--- src/sv/assert_macros.svh ---
// assertion macros shared by the encoder modules
`ifndef ASSERT_MACROS_SVH
`define ASSERT_MACROS_SVH

`ifndef SYNTHESIS

// condition holds at every clock edge out of reset
`define RLE_ASSERT_ALWAYS(label, cond, msg) \
  label: assert property (@(posedge clk) disable iff (!rst_n) (cond)) else $error(msg);

// antecedent implies consequent in the same cycle
`define RLE_ASSERT_IMPLIES(label, ante, cons, msg) \
  label: assert property (@(posedge clk) disable iff (!rst_n) (ante) |-> (cons)) else $error(msg);

`else

`define RLE_ASSERT_ALWAYS(label, cond, msg)
`define RLE_ASSERT_IMPLIES(label, ante, cons, msg)

`endif

`endif

--- src/sv/rle_pkg.sv ---
// shared types, constants and decimal helpers of the run-length encoder
package rle_pkg;

  localparam int unsigned RUN_LEN_W   = 16;
  localparam logic [RUN_LEN_W-1:0] MAX_RUN = 16'd65535;
  localparam int unsigned NUM_DIGITS  = 5;
  localparam int unsigned DIGIT_IDX_W = 3;
  localparam int unsigned QUEUE_DEPTH = 4;
  localparam int unsigned QUEUE_PTR_W = $clog2(QUEUE_DEPTH);
  localparam int unsigned QUEUE_CNT_W = $clog2(QUEUE_DEPTH + 1);
  localparam logic [7:0]  ASCII_ZERO  = 8'h30;

  typedef logic [NUM_DIGITS-1:0][3:0] bcd_t;

  localparam bcd_t BCD_ONE = bcd_t'(1);
  localparam logic [DIGIT_IDX_W-1:0] ND_ONE = DIGIT_IDX_W'(1);

  // one closed run: byte, decimal count and number of significant digits
  typedef struct packed {
    logic [7:0]             ch;
    bcd_t                   digits;
    logic [DIGIT_IDX_W-1:0] nd;
  } rle_run_t;

  // everything that one input request causes
  typedef struct packed {
    rle_run_t run_a;
    rle_run_t run_b;
    logic     b_valid;
    logic     eom;
  } rle_entry_t;

  // push side of the queue
  typedef struct packed {
    logic       push;
    rle_entry_t entry;
  } rle_push_t;

  // decimal increment, carry rippling through the digits
  function automatic bcd_t bcd_inc(input bcd_t d);
    bcd_t r;
    logic c;
    r = d;
    c = 1'b1;
    for (int i = 0; i < NUM_DIGITS; i++) begin
      if (c) begin
        if (d[i] == 4'd9) begin
          r[i] = 4'd0;
        end else begin
          r[i] = d[i] + 4'd1;
          c = 1'b0;
        end
      end
    end
    return r;
  endfunction

  // number of significant digits, at least one
  function automatic logic [DIGIT_IDX_W-1:0] digits_used(input bcd_t d);
    logic [DIGIT_IDX_W-1:0] r;
    r = ND_ONE;
    for (int i = 1; i < NUM_DIGITS; i++) begin
      if (d[i] != 4'd0) begin
        r = DIGIT_IDX_W'(i + 1);
      end
    end
    return r;
  endfunction

endpackage

--- src/sv/rle_front.sv ---
// front end: accepts bytes, tracks the open run and queues runs to emit
module rle_front (
  input  logic              clk,
  input  logic              rst_n,
  input  logic              in_valid,
  output logic              in_stall,
  input  logic [7:0]        in_data_byte,
  input  logic              in_end_of_message,
  input  logic              q_full,
  output rle_pkg::rle_push_t q_push
);
  import rle_pkg::*;

  `include "assert_macros.svh"

  logic                   open_r, open_nxt;
  logic [7:0]             char_r, char_nxt;
  logic [RUN_LEN_W-1:0]   len_r, len_nxt;
  bcd_t                   bcd_r, bcd_nxt;
  logic [DIGIT_IDX_W-1:0] nd_r, nd_nxt;

  logic                   accept;
  logic                   close;
  rle_run_t               closed_run;
  rle_run_t               cur_run;
  logic [RUN_LEN_W-1:0]   cur_len;
  bcd_t                   inc_bcd;

  // stall only while the queue has no room
  assign in_stall = q_full;
  assign accept   = in_valid && !q_full;
  assign inc_bcd  = bcd_inc(bcd_r);

  // classify the byte: extend, start or close-and-start
  always_comb begin
    close          = 1'b0;
    cur_run.ch     = in_data_byte;
    cur_run.digits = BCD_ONE;
    cur_run.nd     = ND_ONE;
    cur_len        = RUN_LEN_W'(1);
    if (open_r) begin
      if (in_data_byte == char_r && len_r < MAX_RUN) begin
        cur_run.ch     = char_r;
        cur_run.digits = inc_bcd;
        cur_run.nd     = digits_used(inc_bcd);
        cur_len        = len_r + RUN_LEN_W'(1);
      end else begin
        close = 1'b1;
      end
    end
  end

  assign closed_run.ch     = char_r;
  assign closed_run.digits = bcd_r;
  assign closed_run.nd     = nd_r;

  // queue entry: closed run first, then the flushed run
  always_comb begin
    q_push.push          = accept && (close || in_end_of_message);
    q_push.entry.eom     = in_end_of_message;
    if (close) begin
      q_push.entry.run_a   = closed_run;
      q_push.entry.run_b   = cur_run;
      q_push.entry.b_valid = in_end_of_message;
    end else begin
      q_push.entry.run_a   = cur_run;
      q_push.entry.run_b   = cur_run;
      q_push.entry.b_valid = 1'b0;
    end
  end

  // run state update
  always_comb begin
    open_nxt = open_r;
    char_nxt = char_r;
    len_nxt  = len_r;
    bcd_nxt  = bcd_r;
    nd_nxt   = nd_r;
    if (accept) begin
      if (in_end_of_message) begin
        open_nxt = 1'b0;
        char_nxt = 8'h00;
        len_nxt  = '0;
        bcd_nxt  = '0;
        nd_nxt   = '0;
      end else begin
        open_nxt = 1'b1;
        char_nxt = cur_run.ch;
        len_nxt  = cur_len;
        bcd_nxt  = cur_run.digits;
        nd_nxt   = cur_run.nd;
      end
    end
  end

  always_ff @(posedge clk) begin
    if (!rst_n) begin
      open_r <= 1'b0;
      char_r <= 8'h00;
      len_r  <= '0;
      bcd_r  <= '0;
      nd_r   <= '0;
    end else begin
      open_r <= open_nxt;
      char_r <= char_nxt;
      len_r  <= len_nxt;
      bcd_r  <= bcd_nxt;
      nd_r   <= nd_nxt;
    end
  end

  // an open run always has a nonzero length and at least one digit
  `RLE_ASSERT_ALWAYS(a_open_nonzero, !open_r || (len_r != '0 && nd_r != '0), "open run empty")

endmodule

--- src/sv/rle_fifo.sv ---
// short queue of run entries between front and back end
module rle_fifo (
  input  logic                clk,
  input  logic                rst_n,
  input  rle_pkg::rle_push_t  q_push,
  output logic                q_full,
  input  logic                pop,
  output logic                q_vld,
  output rle_pkg::rle_entry_t q_head
);
  import rle_pkg::*;

  `include "assert_macros.svh"

  rle_entry_t             mem_r [QUEUE_DEPTH];
  logic [QUEUE_PTR_W-1:0] wr_ptr_r, wr_ptr_nxt;
  logic [QUEUE_PTR_W-1:0] rd_ptr_r, rd_ptr_nxt;
  logic [QUEUE_CNT_W-1:0] cnt_r, cnt_nxt;
  logic                   do_push;
  logic                   do_pop;

  assign q_full  = (cnt_r == QUEUE_CNT_W'(QUEUE_DEPTH));
  assign q_vld   = (cnt_r != '0);
  assign q_head  = mem_r[rd_ptr_r];
  assign do_push = q_push.push && !q_full;
  assign do_pop  = pop && q_vld;

  // pointer and fill count
  always_comb begin
    wr_ptr_nxt = do_push ? wr_ptr_r + QUEUE_PTR_W'(1) : wr_ptr_r;
    rd_ptr_nxt = do_pop ? rd_ptr_r + QUEUE_PTR_W'(1) : rd_ptr_r;
    cnt_nxt    = cnt_r;
    if (do_push && !do_pop) begin
      cnt_nxt = cnt_r + QUEUE_CNT_W'(1);
    end else if (do_pop && !do_push) begin
      cnt_nxt = cnt_r - QUEUE_CNT_W'(1);
    end
  end

  always_ff @(posedge clk) begin
    if (!rst_n) begin
      wr_ptr_r <= '0;
      rd_ptr_r <= '0;
      cnt_r    <= '0;
    end else begin
      wr_ptr_r <= wr_ptr_nxt;
      rd_ptr_r <= rd_ptr_nxt;
      cnt_r    <= cnt_nxt;
    end
  end

  // entry storage
  always_ff @(posedge clk) begin
    if (do_push) begin
      mem_r[wr_ptr_r] <= q_push.entry;
    end
  end

  // a push is never offered into a full queue
  `RLE_ASSERT_ALWAYS(a_no_push_full, !(q_push.push && q_full), "push into full queue")
  // fill count stays within the depth
  `RLE_ASSERT_ALWAYS(a_cnt_range, cnt_r <= QUEUE_CNT_W'(QUEUE_DEPTH), "queue count overflow")

endmodule

--- src/sv/rle_back.sv ---
// back end: walks a queued entry and sends run byte and count digits
module rle_back (
  input  logic                clk,
  input  logic                rst_n,
  input  logic                q_vld,
  input  rle_pkg::rle_entry_t q_head,
  output logic                pop,
  output logic                out_valid,
  input  logic                out_stall,
  output logic [7:0]          out_byte,
  output logic                out_last_of_burst,
  output logic                out_message_done
);
  import rle_pkg::*;

  `include "assert_macros.svh"

  rle_entry_t             cur_r, cur_nxt;
  logic                   cur_vld_r, cur_vld_nxt;
  logic                   slot_r, slot_nxt;
  logic [DIGIT_IDX_W-1:0] pos_r, pos_nxt;
  logic                   out_vld_r, out_vld_nxt;
  logic [7:0]             byte_r, byte_nxt;
  logic                   last_r, last_nxt;
  logic                   done_r, done_nxt;

  rle_run_t               run_sel;
  logic [DIGIT_IDX_W-1:0] dig_idx;
  logic [7:0]             byte_now;
  logic                   run_end;
  logic                   entry_end;
  logic                   adv;
  logic                   emit;

  // byte at the current position of the current run
  assign run_sel   = slot_r ? cur_r.run_b : cur_r.run_a;
  assign dig_idx   = run_sel.nd - pos_r;
  assign byte_now  = (pos_r == '0) ? run_sel.ch
                                   : (ASCII_ZERO | {4'h0, run_sel.digits[dig_idx]});
  assign run_end   = (pos_r == run_sel.nd);
  assign entry_end = run_end && (slot_r || !cur_r.b_valid);

  assign adv  = !out_vld_r || !out_stall;
  assign emit = adv && cur_vld_r;
  assign pop  = q_vld && (!cur_vld_r || (emit && entry_end));

  // sequencing through the entry and the output register
  always_comb begin
    cur_nxt     = cur_r;
    cur_vld_nxt = cur_vld_r;
    slot_nxt    = slot_r;
    pos_nxt     = pos_r;
    out_vld_nxt = adv ? cur_vld_r : out_vld_r;
    byte_nxt    = byte_r;
    last_nxt    = last_r;
    done_nxt    = done_r;
    if (emit) begin
      byte_nxt = byte_now;
      last_nxt = entry_end;
      done_nxt = entry_end && cur_r.eom;
      if (entry_end) begin
        cur_vld_nxt = q_vld;
        slot_nxt    = 1'b0;
        pos_nxt     = '0;
      end else if (run_end) begin
        slot_nxt = 1'b1;
        pos_nxt  = '0;
      end else begin
        pos_nxt = pos_r + DIGIT_IDX_W'(1);
      end
    end else if (!cur_vld_r) begin
      cur_vld_nxt = q_vld;
      slot_nxt    = 1'b0;
      pos_nxt     = '0;
    end
    if (pop) begin
      cur_nxt = q_head;
    end
  end

  always_ff @(posedge clk) begin
    if (!rst_n) begin
      cur_vld_r <= 1'b0;
      slot_r    <= 1'b0;
      pos_r     <= '0;
      out_vld_r <= 1'b0;
    end else begin
      cur_vld_r <= cur_vld_nxt;
      slot_r    <= slot_nxt;
      pos_r     <= pos_nxt;
      out_vld_r <= out_vld_nxt;
    end
  end

  // payload registers
  always_ff @(posedge clk) begin
    cur_r  <= cur_nxt;
    byte_r <= byte_nxt;
    last_r <= last_nxt;
    done_r <= done_nxt;
  end

  assign out_valid         = out_vld_r;
  assign out_byte          = byte_r;
  assign out_last_of_burst = last_r;
  assign out_message_done  = done_r;

  // the end of a message always closes a burst
  `RLE_ASSERT_ALWAYS(a_done_last, !(out_vld_r && done_r) || last_r, "done without last")
  // position never runs past the digits of the run
  `RLE_ASSERT_ALWAYS(a_pos_range, !cur_vld_r || pos_r <= run_sel.nd, "digit position overrun")

endmodule

--- src/sv/run_length_encoder_decimal_counts.sv ---
// top level of the run-length encoder with decimal counts
//
//   channel   direction   handshake           payload
//   in        input       in_valid/in_stall   in_data_byte, in_end_of_message
//   out       output      out_valid/out_stall out_byte, out_last_of_burst, out_message_done
//
// input: one byte per cycle while the run queue (4 entries) has room
// output: one byte per cycle from the back end's output register while out_stall is low; a closed run
//   goes out as its byte followed by its count digits, so the back end sets the rate
// a byte that causes no emission still waits while the queue is full
// reset is synchronous, active low, and clears run state, queue and output valid
// out_stall holds the output register; in_stall rises only while the queue is full
module run_length_encoder_decimal_counts (
  input  logic       clk,
  input  logic       rst_n,
  input  logic       in_valid,
  output logic       in_stall,
  input  logic [7:0] in_data_byte,
  input  logic       in_end_of_message,
  output logic       out_valid,
  input  logic       out_stall,
  output logic [7:0] out_byte,
  output logic       out_last_of_burst,
  output logic       out_message_done
);
  import rle_pkg::*;

  rle_push_t  q_push;
  logic       q_full;
  logic       q_vld;
  logic       pop;
  rle_entry_t q_head;

  // classify bytes and track the open run
  rle_front u_front (
    .clk               (clk),
    .rst_n             (rst_n),
    .in_valid          (in_valid),
    .in_stall          (in_stall),
    .in_data_byte      (in_data_byte),
    .in_end_of_message (in_end_of_message),
    .q_full            (q_full),
    .q_push            (q_push)
  );

  // queue between the two sides
  rle_fifo u_fifo (
    .clk    (clk),
    .rst_n  (rst_n),
    .q_push (q_push),
    .q_full (q_full),
    .pop    (pop),
    .q_vld  (q_vld),
    .q_head (q_head)
  );

  // serialize run bytes and count digits
  rle_back u_back (
    .clk               (clk),
    .rst_n             (rst_n),
    .q_vld             (q_vld),
    .q_head            (q_head),
    .pop               (pop),
    .out_valid         (out_valid),
    .out_stall         (out_stall),
    .out_byte          (out_byte),
    .out_last_of_burst (out_last_of_burst),
    .out_message_done  (out_message_done)
  );

endmodule

--- config.mk ---
export PLATFORM = sky130hd
export DESIGN_NAME = run_length_encoder_decimal_counts
export DESIGN_NICKNAME = d
export VERILOG_FILES = /design/src/sv/rle_pkg.sv /design/src/sv/rle_front.sv /design/src/sv/rle_fifo.sv /design/src/sv/rle_back.sv /design/src/sv/run_length_encoder_decimal_counts.sv
export VERILOG_INCLUDE_DIRS = /design/src /design/src/sv
export SDC_FILE = /design/constraint.sdc
export NUM_CORES = 1
export LEC_CHECK = 0
export BUFFER_PORTS_ARGS = -buffer_cell sky130_fd_sc_hd__buf_4
export CELL_PAD_IN_SITES_DETAIL_PLACEMENT = 1
export CELL_PAD_IN_SITES_GLOBAL_PLACEMENT = 1
export CORE_MARGIN = 1
export CORE_UTILIZATION = 35
export DETAILED_ROUTE_END_ITERATION = 8
export PLACE_DENSITY = 0.63
export SYNTH_ARGS = -nofsm -noshare
export SYNTH_HDL_FRONTEND = slang
export SYNTH_SLANG_ARGS = --single-unit
export TNS_END_PERCENT = 1
--- constraint.sdc ---
create_clock -name clk -period 6.4 [get_ports clk]
set_input_delay 1.28 -clock clk [delete_from_list [all_inputs] [get_ports clk]]
set_output_delay 1.28 -clock clk [all_outputs]
set_load 0.01 [all_outputs]
-- Word level (Yosys, flattened, before mapping)
Memory sizes are Yosys's and may differ from the RTL's. A register that Yosys moved wholly into a read port is not among the register bits.
Index checks and enable logic that the tools add are counted.
- register bits: 71
- bits in writable memories: 256
- input bits: 13
- output and inout bits: 12
- word-level logic and storage cells: 128
- memories: 1
- memory list (memory ; words ; width ; rd ports ; clocked after memory_dff ; write ports ; line ; RTL):
    u_fifo.mem_r ; 4 ; 64 ; 1 ; 1 ; 1 ; rle_fifo.sv:15 ; rle_entry_t mem_r [QUEUE_DEPTH];
- add/subtract/negate cells: 12
- order comparisons: 2
- eq/ne operators: 11
- mux-type cells: 51
- reductions and logical operators: 31
- operators with widths (kind ; count):
    two-way mux 31 bit ; 3
    two-way mux 63 bit ; 1
    two-way mux 16 bit ; 3
    two-way mux 4 bit ; 11
    two-way mux 3 bit ; 9
    adder 4 x 1 -> 4 bit (second input constant) ; 5
    equality test 4 bit (second input constant) ; 5
    two-way mux 20 bit ; 1
    two-way mux 1 bit ; 19
    adder 16 x 1 -> 16 bit (second input constant) ; 1
    < comparator 16 bit (second input constant) ; 1
    nonzero test 4 bit ; 4
    binary-select mux 4 bit (select 3 bit) ; 1
    logical AND 1 bit ; 12
    equality test 8 bit ; 1
    two-way mux 8 bit ; 1
    logical NOT 1 bit ; 7
    adder 3 x 1 -> 3 bit (second input constant) ; 2
    adder 2 x 1 -> 2 bit (second input constant) ; 2
    logical OR 1 bit ; 4
    < comparator 3 x 4 -> 1 bit (second input constant) ; 1
    two-way mux 2 bit ; 2
    equality test 3 bit ; 1
    equality test 3 bit (second input constant) ; 1
    other kinds (9) ; 9

-- Logic depth before layout (Yosys ltp)
Gate-level depths: netlist of run 1.
- word-level depth: 11
- depth in mapped cells: 14
- gate-level depth less buffers: 11

-- Hierarchy
Synthesis of run 1 repeated with hierarchy kept, for this count alone.
- cell total of the unflattened synthesis: 1060
- area, all modules: 16656.0 µm²
- by module, submodules not included (module ; instances ; cells each ; area each (µm²) ; seq. area each (µm²)):
    rle_fifo ; 1 ; 382 ; 9779.4 ; 7867.5
    rle_front ; 1 ; 495 ; 3691.0 ; 960.9
    rle_back ; 1 ; 183 ; 3185.6 ; 2342.2

-- Worst setup path before layout of run 1
OpenSTA, ideal clock, no wires.
- path kind: input to register
- from: input port out_stall
- to: register u_fifo.cnt_r[2]
- library setup time: 0.071 ns
- arrival: 5.846 ns
- data required time: 6.329 ns
- path slack: 0.484 ns
- stages on the path: 11
- buffers on the path: 1
- cell sequence: and2_1 clkbuf_1 or3_1 o32ai_2 inv_1 ha_1 inv_1 fa_1 xor2_1 or3_1 a21oi_1
- longest elaborated chain between the ends: 10
- elaborated cells on any way between the ends: 12
- classes of those cells: 1 x mux; 11 x reduce/logical
- RTL lines (item ; line ; RTL):
    start, declared ; run_length_encoder_decimal_counts.sv:21 ; input logic out_stall,
    logical NOT 1 bit (*) ; rle_back.sv:43 ; assign adv = !out_vld_r || !out_stall;
    logical OR 1 bit (*) ; rle_back.sv:43 ;
    logical AND 1 bit (*) ; rle_back.sv:44 ; assign emit = adv && cur_vld_r;
    logical AND 1 bit (*) ; rle_back.sv:45 ; assign pop = q_vld && (!cur_vld_r || (emit && entry_end));
    logical OR 1 bit (*) ; rle_back.sv:45 ;
    logical AND 1 bit (*) ; rle_back.sv:45 ;
    net pop ; run_length_encoder_decimal_counts.sv:31 ; logic pop;
    logical AND 1 bit (*) ; rle_fifo.sv:26 ; assign do_pop = pop && q_vld;
    logical NOT 1 bit ; rle_fifo.sv:33 ; if (do_push && !do_pop) begin
    logical AND 1 bit ; rle_fifo.sv:33 ;
    two-way mux 3 bit / nonzero test 2 bit (equally long branches) ; - ;
    end signal, assigned ; rle_fifo.sv:48 ; cnt_r <= cnt_nxt;
    end, declared ; rle_fifo.sv:18 ; logic [QUEUE_CNT_W-1:0] cnt_r, cnt_nxt;
Mark *: on every way through the listed nets, which the timed path passes. The rest lies on a longest branch.
A chain may end at the register's enable or synchronous reset.

-- Worst setup path in the final report of run 1
- from: input port in_data_byte[4]
- to: memory u_fifo.mem_r[1][14] (netlist bit), enable pin
- longest elaborated chain between the ends: 9
- RTL lines (item ; line ; RTL):
    start, declared ; run_length_encoder_decimal_counts.sv:18 ; input logic [7:0] in_data_byte,
    equality test 8 bit ; rle_front.sv:42 ; if (in_data_byte == char_r && len_r < MAX_RUN) begin
    logical AND 1 bit ; rle_front.sv:42 ;
    two-way mux 1 bit ; rle_front.sv:42 ;
    two-way mux 1 bit ; rle_front.sv:41 ; if (open_r) begin
    logical OR 1 bit ; rle_front.sv:59 ; q_push.push = accept && (close || in_end_of_message);
    logical AND 1 bit ; rle_front.sv:59 ;
    logical AND 1 bit ; rle_fifo.sv:25 ; assign do_push = q_push.push && !q_full;
    net u_fifo.do_push ; rle_fifo.sv:19 ; logic do_push;
    two-way mux 1 bit ; rle_fifo.sv:54 ; if (do_push) begin
    two-way mux 1 bit (implied by the code) ; rle_fifo.sv:55 ; mem_r[wr_ptr_r] <= q_push.entry;
    end, declared ; rle_fifo.sv:15 ;
The timed path passes the listed nets, and every way through them passes these cells.

==> reports/metrics.cfg, run 1 <==
[run_status]
status = complete, no violations

[die]
dieArea_um2 = 47990
ios = 25
die_w_um = 219.1
coreArea_um2 = 46560
initial_core_util_pct = 35.42
rows = 79
dieHeight_um = 219.1

[synthesis]
ys_warn_count = 0
synth_edf_count = 330
syn_area_per_cell_um2 = 15.57
syn-num-nets = 1086
ys.flop_type = edfxtp_1
synth-seq-cells = 391
ys_types = 72
netlist_instances = 1059
syn_area_um2 = 16490
ys_seq_area_share_pct = 67.50
async_reset_ff_share_pct = 0

[critical_path]
crit_chain = buf_4, xor2_1, nor4_4, o211a_1, buf_4, o31ai_2, and2_4, buf_4
critPathTopFamily = simple AND/OR/NAND/NOR gates
crit_type = primary input to flip-flop
path_buf_inv = 3
critPathCaptureType = flip-flop
crit_fanout = 48
cp.depth = 8
cpMostUsedCell = buf_4
endpoint = u_fifo.mem_r[1][14]
rr_endpoint = u_fifo.mem_r[1][14]
cpPeakStageDelay_ns = 0.81
worstPathRequired_ns = 6.62
cp-start-kind = primary input
r2r-start = u_front.len_r[1]
r2r_setup_slack_ns = 2.57
critPathArrivalTime_ns = 4.06
startpoint = in_data_byte[4]
reg2reg_depth = 8
cp_slowest_cell = and2_4

[sta]
rsz0062_at_grt = false
totalNegativeSetupSlack_ns = 0
whs_ns = 0.4467
hold_viol_final = 0
max_freq_ghz = 0.2599
setup_violations = 0
fin_skew_ns = 0.02284
finalCriticalPeriod_ns = 3.847
drv_slew = 0
fin_crit_sh_pct = 60.12
worstMarginPinSlew_ns = 1.357
slew_headroom_pct = 8.805

[grt]
grt_antenna_before_repair = 0
grt_max_degree = 68
grt_pass1_vias = 9880
grt_overflow = 0
grt.total_usage_pct = 16.39
grt_pass1_wl_mm = 59.29

[routing]
wl_per_cell_um = 22.40
ant_nets = 0
detail_route.first_pass.iterations = 4
wl_mm = 38.11
drc_errors = 0
drtIter0Drc = 621
via_per_inst = 5.347
vias = 9096

[clock_tree]
tritoncts.num_buffers = 42
ctsHtreeMaxLevel = 2
ctsResizeCount = 0
cts-root-buf = clkbuf_16
cts_setup_buffers = 0
clk_pin_slew_ns = 0.06
clock_latency_ns = 0.55
hold_buffers = 0
cts_tree = yes
cts_sinks = 391
cts_buffer_depth = 3

[power]
leakagePower_uw = 0.005700
ir_drop_uv = 198.1
p_per_area_nw_per_um2 = 380.6

[finish]
fillers = 4598
area_growth_pct = 12.59
nNetsFinal = 1088
antenna_cells = 0
drive_gt1_share_pct = 19.01
regArea_um2 = 11140
multi_input_area_um2 = 4949

[placed_design]
io_buffer_count = 24
gp_congestion = 0.7778
dpl.hpwl_mm = 23.11

[min_path]
hold_path.class = flip-flop to flip-flop

[run]
max_cap_violations = 0

worst min path at each step:
| stage | startpoint | to | slack [ns] | depth (start not counted) |
|---|---|---|---|---|
| 2_1_floorplan | u_front.nd_r[1] | u_front.nd_r[1] | 0.42 | 2 |
| 3_3_place_gp | u_front.nd_r[2] | u_front.nd_r[2] | 0.43 | 2 |
| 3_5_place_dp | u_front.nd_r[2] | u_front.nd_r[2] | 0.44 | 2 |
| 4_1_cts | u_front.nd_r[2] | u_front.nd_r[2] | 0.45 | 2 |
| 5_1_grt | u_front.nd_r[2] | u_front.nd_r[2] | 0.48 | 2 |
| 6_report | u_front.nd_r[2] | u_front.nd_r[2] | 0.45 | 2 |
cell usage after synthesis (9+ instances only):
cell type    n  area share (%)
a21oi_1     43             1.3
a31oi_1     24            0.91
a41oi_1      9            0.48
and2_1      16            0.61
buf_1       11            0.25
buf_2       19            0.58
clkbuf_1    46             1.0
dfxtp_1     61             7.4
edfxtp_1   330              60
ha_1        12            0.91
inv_1       24            0.55
mux2_2      14            0.96
mux2i_1     21             1.3
mux4_2      72             9.8
nand2_1     65             1.5
nand3_1     26            0.79
nand3b_1    17            0.77
nand4_1     14            0.53
nor2_1      46             1.0
nor2b_1      9            0.34
nor3_1       9            0.27
o21ai_0     25            0.76
or3_1       15            0.57
xor2_1      16            0.85
state kept, by name (all words and copies together) (netlist names), 2 cells and up:
signal	flops
u_back.cur_r	64
u_fifo.wr_ptr_r	2
u_back.pos_r	3
u_front.len_r	16
u_front.bcd_r	20
u_back.out_byte	8
u_front.char_r	8
u_fifo.cnt_r	3
u_fifo.rd_ptr_r	2
u_fifo.mem_r	256
u_front.nd_r	3
metal layers:
metal	vias up	GRT usage [%]	wire length (um)
met3	55	2.855	1289
met1	4753	21.58	17100
met4	0	4.676	843
met5	-	0	0
li1	4148	-	-
met2	140	27.71	18870
where the power goes:
part	leakage [uW]	total, uW	switching (uW)	internal (uW)
clock network	0.000655	2370	995	1370
logic	0.00162	1280	757	521
registers	0.00342	3420	155	3260
total	0.00570	7070	1910	5160
cells in the final DEF, fill, tap and decap left out, types with 6 or more instances in the layout:
cell | Yosys | routed
a41oi_1 | 9 | 9
nand3b_1 | 17 | 17
mux4_2 | 72 | 72
o21ai_0 | 25 | 25
inv_1 | 24 | 24
clkbuf_16 | 0 | 42
nor3_1 | 9 | 9
ha_1 | 12 | 12
mux2_2 | 14 | 14
xor2_1 | 16 | 16
and3_1 | 7 | 7
a31oi_1 | 24 | 24
nand4_1 | 14 | 14
or3_1 | 15 | 15
nand3_1 | 26 | 26
nand2b_1 | 6 | 6
nand2_1 | 65 | 65
clkinv_2 | 0 | 8
mux2i_1 | 21 | 21
a21oi_1 | 43 | 43
nor2_1 | 46 | 46
edfxtp_1 | 330 | 330
buf_4 | 1 | 38
clkinv_1 | 1 | 10
dfxtp_1 | 61 | 59
or4_1 | 8 | 8
and2_1 | 16 | 12
nor2b_1 | 9 | 9
xnor2_1 | 8 | 8
clkbuf_1 | 46 | 6
metrics by stage:
stage | area (um2) | util, % | total power, uW | instances | worst slack (ns)
after floorplan | 16490 | - | 4301 | 1059 | 0.4839
after global placement | 17220 | 36.99 | 4761 | 1624 | 2.017
after detailed placement | 17220 | 36.99 | 4799 | 1624 | 1.957
after CTS | 18570 | 39.88 | 7174 | 1701 | 2.505
after global routing | 18570 | 39.88 | 7369 | 1701 | 2.312
final | 18570 | 39.88 | 7066 | 1701 | 2.553
area by class of cell:
| type | count | share of cell area [%] |
|---|---|---|
| Sequential cell | 391 | 59.98 |
| Timing Repair Buffer | 38 | 1.537 |
| Multi-Input combinational cell | 563 | 26.65 |
| Clock buffer | 48 | 5.782 |
| Inverter | 25 | 0.5055 |
| Clock inverter | 29 | 1.449 |
| Tap cell | 607 | 4.091 |
logic make-up (layout without fill, tap and decap cells):
kind of cell | Yosys count | count (layout) | share of synthesized area [%]
buffers and inverters | 105 | 140 | 2.656
muxes | 107 | 107 | 12.06
adders and majority gates | 14 | 14 | 1.153
DFF | 391 | 391 | 67.50
and+or+nand+nor | 270 | 270 | 9.401
xor gates and xnor gates | 25 | 25 | 1.411
AOI/OAI and AO/OA | 147 | 147 | 5.812
worst reg2reg max path: stages, from the launching register on:
cell,delay (ns)
dfxtp_1,0.34
ha_1,0.19
and3_1,0.24
nand4_1,0.29
o211a_1,0.31
buf_4,0.27
o31ai_2,0.59
and2_4,0.81
buf_4,0.45
(Power assumes the default switching activity.)
==> run 2, diff against run 1 <==
clock period = 3.7 ns   (was 6.4 ns; I/O delays follow)
==> run 2 against run 1 <==
Utilization up 0.32 points. Global-route usage up 0.12 points. Via count up 0.37%. First-iteration DRC count down 1.8%. Clock power up 71%. Highest routed layer unchanged.
==> reports/metrics.cfg, run 2 (synthesized netlist as in run 1, its figures left out) <==
[finish]
top_register = u_fifo.mem_r
fin_area_um2 = 18720  ; +0.81%
top_regs = u_fifo.mem_r: 256 flops, u_back.cur_r: 64 flops, u_front.bcd_r: 20 flops
final_cell_mix = 330 x edfxtp_1, 72 x mux4_2, 65 x nand2_1, 59 x dfxtp_1
drive_gt1_share_pct = 20.11  ; +1.1 points
stdcell_count = 1711  ; +0.59%
antenna_cells = 0  ; unchanged
area_growth_pct = 13.50
layout_commonest_cell = edfxtp_1
largest_register_ffs = 256  ; unchanged
nNetsFinal = 1099  ; +1.0%

[placed_design]
gp_congestion = 0.7385  ; -5.1%
pre_cts_ws_ns = 0.4538  ; -1.503 ns
dpl.hpwl_mm = 23.69  ; +2.5%
io_buffer_count = 24  ; unchanged
placed_area_um2 = 17390  ; +0.99%
placed_cells = 1637  ; +0.80%

[grt]
grt_antenna_before_repair = 0  ; unchanged
grt_pass1_wl_mm = 59.46  ; +0.28%
grt_pass1_vias = 9715  ; -1.7%
grt.total_usage_pct = 16.50  ; +0.12 points
grt_max_degree = 68  ; unchanged
grt_overflow = 0  ; unchanged

[die]
rows = 79  ; unchanged
die_w_um = 219.1  ; unchanged
coreArea_um2 = 46560  ; unchanged
dieHeight_um = 219.1  ; unchanged
ios = 25  ; unchanged
initial_core_util_pct = 35.42  ; unchanged
dieArea_um2 = 47990  ; unchanged

[critical_path]
path_buf_inv = 1  ; -2
critPathTopFamily = simple AND/OR/NAND/NOR gates
crit_fanout = 49  ; +2.1%
critPathArrivalTime_ns = 3.45  ; -0.61 ns
r2r-start = u_front.len_r[0]
crit_chain = ha_1, and3_1, nand4_1, o211a_1, o31ai_2, and2_4, buf_4
cp_slowest_cell = and2_4
rr_endpoint = u_fifo.mem_r[2][30]
cp-start-kind = flip-flop
worstPathRequired_ns = 3.94  ; -2.68 ns
crit_type = flip-flop to flip-flop
critPathCaptureType = flip-flop
reg2reg_depth = 7  ; -1
r2r_setup_slack_ns = 0.49  ; -2.08 ns
cpPeakStageDelay_ns = 0.76  ; -0.05 ns
cp.depth = 7  ; -1

[clock_tree]
tritoncts.num_buffers = 40  ; -4.8%
clock_latency_ns = 0.55  ; about the same
cts_sinks = 391  ; unchanged
clk_pin_slew_ns = 0.07  ; about the same
cts_tree = yes
ctsResizeCount = 0  ; unchanged
ctsHtreeMaxLevel = 2  ; unchanged
cts_setup_buffers = 0  ; unchanged
cts-root-buf = clkbuf_16
cts_buffer_depth = 3  ; unchanged
hold_buffers = 0  ; unchanged

[routing]
drc_errors = 0  ; unchanged
wl_per_cell_um = 22.43  ; +0.13%
ant_nets = 0  ; unchanged
detail_route.first_pass.iterations = 4  ; unchanged
wl_mm = 38.38  ; +0.72%
via_per_inst = 5.336  ; -0.21%
vias = 9130  ; +0.37%
drtIter0Drc = 610  ; -1.8%

[sta]
hold_viol_final = 0  ; unchanged
max_freq_ghz = 0.3118
finalCriticalPeriod_ns = 3.207
drv_slew = 0  ; unchanged
slew_headroom_pct = 40.33  ; +32 points
fin_crit_sh_pct = 86.68
rsz0062_at_grt = false
fin_skew_ns = 0.02019  ; -0.002650 ns
worstMarginPinSlew_ns = 0.8932  ; -0.4642 ns
postLayoutSetupSlackWorst_ns = 0.4927  ; -2.060 ns
setup_violations = 0  ; unchanged

[min_path]
hold_path.class = primary input to flip-flop
min_from = in_data_byte[3]
hold_path_end = u_fifo.mem_r[0][28]
hold_depth = 1  ; -1

[power]
ir_drop_uv = 417.4  ; +110%
p_per_area_nw_per_um2 = 656.6  ; +73%
leakagePower_uw = 0.005759  ; +1.0%

[run]
max_cap_violations = 0  ; unchanged

[run_status]
status = complete, no violations

run 2: cell count changes in the layout (fill, tap and decap cells not counted), moves of 3 or more:
cell and change:
clkbuf_1 +5, clkbuf_8 +3, buf_4 +8, clkinv_2 -4
buf_12 +5, clkinv_1 -5
run 2: layer usage:
layer,wire (um),global-route usage [%]
met2,18450,26.70
met4,890,4.769
met1,17940,23.06
met5,0,0
met3,1102,2.426
run 2: worst max path at each step:
stage,end,slack [ns],start
global route,u_fifo.mem_r[2][30],0.25,u_front.len_r[0]
finish,u_fifo.mem_r[2][30],0.49,u_front.len_r[0]
floorplan,u_fifo.cnt_r[2],-0.51,out_stall
detailed placement,u_fifo.mem_r[2][31],0.45,in_data_byte[2]
CTS,u_fifo.mem_r[2][30],0.45,u_front.len_r[0]
global placement,u_fifo.mem_r[2][62],0.49,in_data_byte[3]
run 2: layout make-up:
cell class	count	area, um2
inverters	25	93.84
fillers	4562	27840
well taps	607	759.5
repair buffers	51	445.4
clock inverters	19	214.0
multi-input cells	563	4959
flip-flops and latches	391	11140
clock buffers	55	1109
run 2: metrics by stage:
stage          utilization, %  hold WS [ns]  setup TNS, ns  total power [uW]
6_report                40.20        0.4240              0             12290
5_1_grt                 40.20        0.4150              0             12800
3_3_place_gp            37.36        0.4354              0              8314
4_1_cts                 40.20        0.4068              0             12460
2_1_floorplan               -        0.4247         -1.218              7454
3_5_place_dp            37.36        0.4459              0              8378
run 2: where the power goes:
group | internal, uW | total, uW | switching, uW
clock network | 2390 | 4060 | 1670
registers | 5630 | 5910 | 272
logic | 977 | 2320 | 1340
total | 9000 | 12300 | 3280
